`src/rtl/core/rhp_pkg.sv`:
```
// Shared constants and types for the road height profile generator.
// No dependencies; imported by rhp_smooth, rhp_div, rhp_sine and the top.
`timescale 1ns / 1ps
package rhp_pkg;

    // Phase bits used by the sine evaluator (phase is truncated to these)
    localparam int SINE_TABLE_BITS = 10;

    // Odd Taylor coefficients of sin(pi/2*x), Q2.30
    localparam logic [31:0] COEF1 = 32'd1686629713;
    localparam logic [31:0] COEF3 = 32'd693598668;
    localparam logic [31:0] COEF5 = 32'd85569306;
    localparam logic [31:0] COEF7 = 32'd5026986;
    localparam logic [31:0] COEF9 = 32'd172271;

    localparam logic [30:0] ONE_Q30 = 31'h4000_0000;

    // Quotient bits of the bump phase divider
    localparam int DIV_STAGES = 33;

    // Smoothstep saturates once the step offset reaches this many Q16.16 ticks
    localparam logic [31:0] SMOOTH_END = 32'd656;

    // Profile modes
    localparam logic [2:0] MODE_STEP     = 3'd0;
    localparam logic [2:0] MODE_SINE     = 3'd1;
    localparam logic [2:0] MODE_ROUGH    = 3'd2;
    localparam logic [2:0] MODE_BUMP     = 3'd3;
    localparam logic [2:0] MODE_COMPOUND = 3'd4;

    // Register indexes of the configuration port
    localparam logic [2:0] REG_MODE      = 3'd0;
    localparam logic [2:0] REG_AMPLITUDE = 3'd1;
    localparam logic [2:0] REG_FREQUENCY = 3'd2;
    localparam logic [2:0] REG_STEP_T0   = 3'd3;
    localparam logic [2:0] REG_STEP_H    = 3'd4;
    localparam logic [2:0] REG_BUMP_LEN  = 3'd5;
    localparam logic [2:0] REG_SPEED     = 3'd6;

    // One item in flight through the pipeline
    typedef struct packed {
        logic        valid;
        logic [31:0] t;        // time sample, signed Q16.16
        logic [62:0] tv;       // t * vehicle_speed
        logic        bump_ok;  // inside the bump window
        logic [31:0] phase;    // sine phase, Q0.32 cycles
        logic [31:0] smooth;   // smoothstep factor, Q1.30
        logic [31:0] sine;     // sine value, signed Q1.30
    } item_t;

endpackage

```
`src/rtl/core/rhp_smooth.sv`:
```
// Five-stage smoothstep pipeline: fills item.smooth from item.t.
// Depends on rhp_pkg.
`timescale 1ns / 1ps
module rhp_smooth
    import rhp_pkg::*;
(
    input  logic        clk,
    input  logic        rst_n,
    input  logic        en,
    input  logic [31:0] step_start,
    input  item_t       in_item,
    output item_t       out_item
);

    item_t       a_reg, b_reg, c_reg, d_reg, e_reg;
    logic [32:0] d_off_reg;
    logic        neg_reg, big_reg, neg_b_reg, big_b_reg, neg_c_reg, big_c_reg;
    logic        neg_d_reg, big_d_reg;
    logic [29:0] tau_reg, tau_c_reg;
    logic [29:0] t2_reg, t2_d_reg;
    logic [29:0] t3_reg;

    logic [32:0] d_off_next;
    logic [16:0] d100;
    logic [59:0] t2_full, t3_full;
    logic [31:0] h_next;
    item_t       e_next;

    assign d_off_next = {in_item.t[31], in_item.t} - {step_start[31], step_start};
    assign d100       = 17'(d_off_reg[9:0]) * 17'd100;
    assign t2_full    = 60'(tau_reg) * 60'(tau_reg);
    assign t3_full    = 60'(t2_reg) * 60'(tau_c_reg);

    // h = 3*tau^2 - 2*tau^3, 0 before the step, 1.0 once past SMOOTH_END
    always_comb
    begin
        if (neg_d_reg)
            h_next = 32'd0;
        else if (big_d_reg)
            h_next = 32'(ONE_Q30);
        else
            h_next = 32'(t2_d_reg) * 32'd3 - 32'(t3_reg) * 32'd2;
    end

    // Last stage carries the item with its smoothstep factor filled in
    always_comb
    begin
        e_next        = d_reg;
        e_next.smooth = h_next;
    end

    always_ff @(posedge clk or negedge rst_n)
    begin
        if (!rst_n)
        begin
            a_reg <= '0;
            b_reg <= '0;
            c_reg <= '0;
            d_reg <= '0;
            e_reg <= '0;
        end
        else if (en)
        begin
            a_reg <= in_item;
            b_reg <= a_reg;
            c_reg <= b_reg;
            d_reg <= c_reg;
            e_reg <= e_next;
        end
    end

    // Datapath registers
    always_ff @(posedge clk)
    begin
        if (en)
        begin
            d_off_reg <= d_off_next;
            neg_reg   <= d_off_next[32];
            big_reg   <= !d_off_next[32] && (d_off_next[31:0] >= SMOOTH_END);
            tau_reg   <= {d100[15:0], 14'd0};
            neg_b_reg <= neg_reg;
            big_b_reg <= big_reg;
            t2_reg    <= t2_full[59:30];
            tau_c_reg <= tau_reg;
            neg_c_reg <= neg_b_reg;
            big_c_reg <= big_b_reg;
            t3_reg    <= t3_full[59:30];
            t2_d_reg  <= t2_reg;
            neg_d_reg <= neg_c_reg;
            big_d_reg <= big_c_reg;
        end
    end

    assign out_item = e_reg;

endmodule

```
`config.mk`:
```
export PLATFORM = sky130hd
export DESIGN_NAME = rhp_smooth
export DESIGN_NICKNAME = d
export VERILOG_FILES = /design/src/rtl/core/rhp_pkg.sv /design/src/rtl/core/rhp_smooth.sv
export SDC_FILE = /design/constraint.sdc
export NUM_CORES = 2
export LEC_CHECK = 0
export BUFFER_PORTS_ARGS = -buffer_cell sky130_fd_sc_hd__buf_2
export CAP_MARGIN = 0
export CORE_MARGIN = 2
export CORE_UTILIZATION = 45
export DETAILED_ROUTE_END_ITERATION = 8
export PLACE_DENSITY_LB_ADDON = 0.12
export SLEW_MARGIN = 20
export SYNTH_ARGS = -nofsm -noshare
export SYNTH_HDL_FRONTEND = slang
export SYNTH_SLANG_ARGS = --single-unit
```
`constraint.sdc`:
```
create_clock -name clk -period 7.2 [get_ports clk]
set_input_delay 0.36 -clock clk [delete_from_list [all_inputs] [get_ports clk]]
set_output_delay 0.36 -clock clk [all_outputs]
set_load 0.02 [all_outputs]
```
==> After elaboration in Yosys (flattened, before gate mapping) <==
Cells that the tools add are included.
{ "word_totals": {"output_inout_bits": 193, "elab_cells": 56, "register_bits": 969, "input_bits": 228} }
{ "classes": {"n_mux": 2, "add_sub_neg": 2, "n_mul": 4, "n_reduce_logical": 2, "n_lt_le_gt_ge": 1} }
{ "op_table": {"columns": ["cell", "count"], "rows": [
  ["32-bit two-way mux", 2],
  ["28-bit by 14-bit multiplier with 42-bit output", 1],
  ["32-bit by 32-bit subtractor with 33-bit output", 1],
  ["32-bit by 10-bit greater-or-equal comparator with 1-bit output (second input constant)", 1],
  ["32-bit by 31-bit subtractor with 32-bit output", 1],
  ["28-bit by 2-bit multiplier with 30-bit output (second input constant)", 1],
  ["14-bit by 14-bit multiplier with 28-bit output", 1],
  ["10-bit by 5-bit multiplier with 14-bit output (second input constant)", 1],
  ["1-bit logical AND", 1],
  ["1-bit logical NOT", 1]
]} }

==> Logic depth before layout (Yosys ltp) <==
{ "depth": {"ltp_word": 4, "ltp_mapped": 25, "ltp_nobuf": 24} }

==> Worst setup path before layout <==
Ideal clock, no wire load.
{ "synth_timing": {"path_kind": "reg2reg", "startpoint": "reg tau_c_reg[21]", "endpoint": "reg t3_reg[26] (data pin)", "path_buffers": 2, "t_required_ns": 6.928, "synth_period_minus_slack_ns": 6.418, "setup_ns": 0.272, "stages_incl_launch_ff": 24, "path_slack_ns": 0.782, "arrival_time_ns": 6.146, "path_cell_list": "edfxtp_1 -> clkbuf_1 -> clkbuf_1 -> nand2_1 -> fa_1 -> fa_1 -> inv_1 -> fa_1 -> fa_1 -> fa_1 -> inv_1 -> fa_1 -> inv_1 -> ha_1 -> a21oi_1 -> o21ai_0 -> o21ai_0 -> o32ai_1 -> a21o_1 -> a21o_1 -> a31oi_1 -> o21ai_0 -> mux2i_1 -> o2111ai_1"} }
{ "synth_via": {"elab_chain_len": 1} }
{ "synth_lines": {"columns": ["element", "line", "source"], "rows": [
  ["from (decl)", "rhp_smooth.sv:19", "logic [29:0] tau_reg, tau_c_reg;"],
  ["from (signal assigned)", "rhp_smooth.sv:84", "tau_c_reg <= tau_reg;"],
  ["28-bit by 14-bit multiplier with 42-bit output", "rhp_smooth.sv:32", "assign t3_full = 60'(t2_reg) * 60'(tau_c_reg);"],
  ["named net t3_full[56]", "rhp_smooth.sv:25", "logic [59:0] t2_full, t3_full;"],
  ["to (signal assigned)", "rhp_smooth.sv:87", "t3_reg <= t3_full[59:30];"],
  ["to (decl)", "rhp_smooth.sv:21", "logic [29:0] t3_reg;"]
]} }
The timed path passes the listed nets, and every way through them passes these cells.
A chain may end at the register's enable or synchronous reset.

==> Final worst setup path <==
{ "layout_timing": {"startpoint": "reg t2_reg[10]", "endpoint": "reg t3_reg[26] (data pin)"} }
{ "layout_via": {"elab_chain_len": 1} }
{ "layout_lines": {"columns": ["element", "line", "source"], "rows": [
  ["from (decl)", "rhp_smooth.sv:20", "logic [29:0] t2_reg, t2_d_reg;"],
  ["from (signal assigned)", "rhp_smooth.sv:83", "t2_reg <= t2_full[59:30];"],
  ["28-bit by 14-bit multiplier with 42-bit output", "rhp_smooth.sv:32", null],
  ["named net t3_full[56]", "rhp_smooth.sv:25", null]
]} }
The timed path passes the listed nets, and every way through them passes these cells.

==> reports/metrics.yaml <==
status:
  status: "finished clean"
worst_setup_path:
  crit_family: "adder cells"
  ff2ff_setup_slack_ns: 0.36
  rr_endpoint: "t3_reg[26]$_DFFE_PP_"
  max_stage_delay_ns: 0.69
  cp_common_cell: "fa_1"
  critPathCaptureType: "flip-flop"
  worstSetupPathType: "flip-flop to flip-flop"
  r2r_cells: 23
  crit_slowest_cell: "edfxtp_1"
  reg2reg_from: "t2_reg[10]$_DFFE_PP_"
  path_cells: "buf_4 > nand2_1 > fa_1 > fa_1 > inv_1 > fa_1 > fa_1 > fa_1 > inv_1 > fa_1 > inv_1 > ha_1 > a21oi_1 > o21ai_0 > a211oi_1 > o32ai_1 > a21o_1 > a21o_1 > a31oi_1 > o21ai_0 > buf_4 > mux2i_1 > o2111ai_1"
  worstPathMaxFanout: 12
  critPathBufInv: 5
  required_ns: 7.65
  start_kind: "flip-flop"
  crit_arrival_ns: 7.29
placement:
  port_buffers: 387
  gp_congestion: 0.841
  hpwl_mm: 85.1
global_route:
  grt_overflow_total: 0
  grt_usage_pct: 18.4
  antenna_found_initial: 29
  grt_pass1_vias: 36100
  grt_pass1_wl_mm: 194
  grt_max_degree: 165
detailed_routing:
  totalWireLength_mm: 116
  viasPerCell: 4.95
  drt_first_pass_iters: 5
  ant_nets: 0
  drtIter0Drc: 1480
  avgRoutedWirePerCell_microns: 16.8
  drc_errors: 0
  num_vias: 34200
finish:
  fin_nets: 6131
  area_delta_synth_final_pct: 16.4
  drive_above_1_share_pct: 28.4
  largest_register_ffs: 192
  final_cell_mix: "dfrtp_1 (836), mux2_2 (806), inv_1 (605)"
  final_common_cell: "dfrtp_1"
  fillers: 11100
timing:
  post-route-period-util_pct: 95.0
  fin_crit_ns: 6.84
  hold_violations: 0
  skew_ns: 0.0397
  slew_viol_final: 0
  tightest_slew_ns: 1.05
  max-slew-margin-rel_pct: 30.1
  max_freq_mhz: 146
  rsz0062_at_grt: "false"
  finalSetupViolCount: 0
  fin_tns_setup_ns: 0
synthesis:
  synthTopCellsByArea: "dfrtp_1 (37%), mux2_2 (16%), fa_1 (15%)"
  yosys_warnings: 0
  synth_cell_types: 78
  yosysTopAreaCellShare_pct: 36.7
  yosysTopAreaCell: "dfrtp_1"
  syn-instance-count: 4583
  synth_ff_type: "dfrtp_1"
  synth_edf_count: 129
  netlist_area_sq_um: 56900
  syn_area_per_cell_sq_um: 12.4
  ys_seq_area_share_pct: 43.5
  synthArstFlopShare_pct: 86.6
  ys_ff_latch: 965
floorplanning:
  coreArea_sq_um: 126000
  die_area_sq_um: 129000
  ios: 421
  fp-row-count: 130
  die_h_microns: 360
  start_util_pct: 45.3
  die_w_microns: 360
cts:
  cts_resized: 0
  cts_sinks: 965
  cts_tree: "done"
  clk_pin_slew_worst_paths_ns: 0.06
  cts_buffers: 102
  clkLatencyLatePin_ns: 0.72
  clock_path_buffers: 3
  cts_root_buffer: "clkbuf_16"
  h-tree-depth: 3
min_path:
  hp-start: "step_start[0]"
  hold_path_class: "input pin to flip-flop"
  holdPathStages: 3
  whs_endpoint: "d_off_reg[0]$_DFFE_PP_"
flow_run:
  drv_cap: 0
cell type report:
cell class                      count  area [sq um]  area share, %
Inverter                          605          2270           3.43
Antenna cell                       10          25.0         0.0377
Sequential cell                   965         24800           37.4
Clock inverter                     37           427          0.644
Clock buffer                      151          3020           4.55
Multi-Input combinational cell   2841         29200           44.1
Timing Repair Buffer              650          4490           6.77
Tap cell                         1650          2060           3.11
per-stage QoR:
stage	setup slack (ns)	utilization [%]	instances	hold slack (ns)	area (sq um)
6_report	0.363	52.8	6909	0.108	66300
5_1_grt	0.00596	52.8	6908	0.0687	66300
4_1_cts	0.211	52.7	6891	0.0333	66200
3_5_place_dp	0.249	48.7	6541	0.377	61100
3_3_place_gp	0.241	48.7	6541	0.374	61100
2_1_floorplan	0.782	-	4590	0.0644	57000
kinds of logic (layout without fill, tap and decap cells):
group / count (synthesis) / after routing / synth area share (%)
xor gates and xnor gates: 135 / 135 / 2.08
DFF: 965 / 965 / 43.5
muxes: 809 / 809 / 16.0
buffers and inverters: 784 / 1443 / 5.20
adders and majority gates: 738 / 738 / 21.8
and+or+nand+nor: 753 / 753 / 6.55
AOI/OAI and AO/OA: 397 / 397 / 4.78
other: 2 / 19 / 0.0132
worst max path at each step:
stage	start	to	slack, ns	depth (start not counted)
after floorplan	tau_c_reg[21]$_DFFE_PP_	t3_reg[26]$_DFFE_PP_	0.78	23
after global placement	t2_reg[15]$_DFFE_PP_	t3_reg[26]$_DFFE_PP_	0.24	22
after detailed placement	t2_reg[15]$_DFFE_PP_	t3_reg[26]$_DFFE_PP_	0.25	22
after CTS	t2_reg[15]$_DFFE_PP_	t3_reg[26]$_DFFE_PP_	0.21	22
after global routing	t2_reg[13]$_DFFE_PP_	t3_reg[25]$_DFFE_PP_	0.006	24
final	t2_reg[10]$_DFFE_PP_	t3_reg[26]$_DFFE_PP_	0.36	23
cell usage after synthesis (35+ instances only):
master    count
and2_1      227
dfrtp_1     836
nand2_1     292
edfxtp_1    129
fa_1        427
a21oi_1     107
xnor2_1     100
inv_1       605
clkbuf_1    168
xor2_1       35
o21ai_0      62
a21o_1       52
ha_1        311
mux2_2      806
nor2_1       95
per-layer routing:
metal / vias to the layer above / share of wire (%) / wire (microns) / GRT usage [%]
met5: - / 0.16 / 183 / 0
met4: 32 / 2.5 / 2860 / 4.87
met3: 186 / 6.0 / 6960 / 5.02
met2: 599 / 46 / 52800 / 29.4
met1: 17000 / 46 / 53300 / 24.9
li1: 16400 / - / - / -
repair_timing:
action                     CTS  global route
setup buffers                0             8
hold buffers               162             0
hold endpoints to repair   221             0
setup endpoints to repair    0             6
worst min-delay path, cell delays in order:
cell and delay (ns):
buf_2 0.08, ha_1 0.15, inv_1 0.04
Power is left out: the tool's default activity adds up to more than one toggle a clock period on the data nets, which glitch-free logic cannot reach.
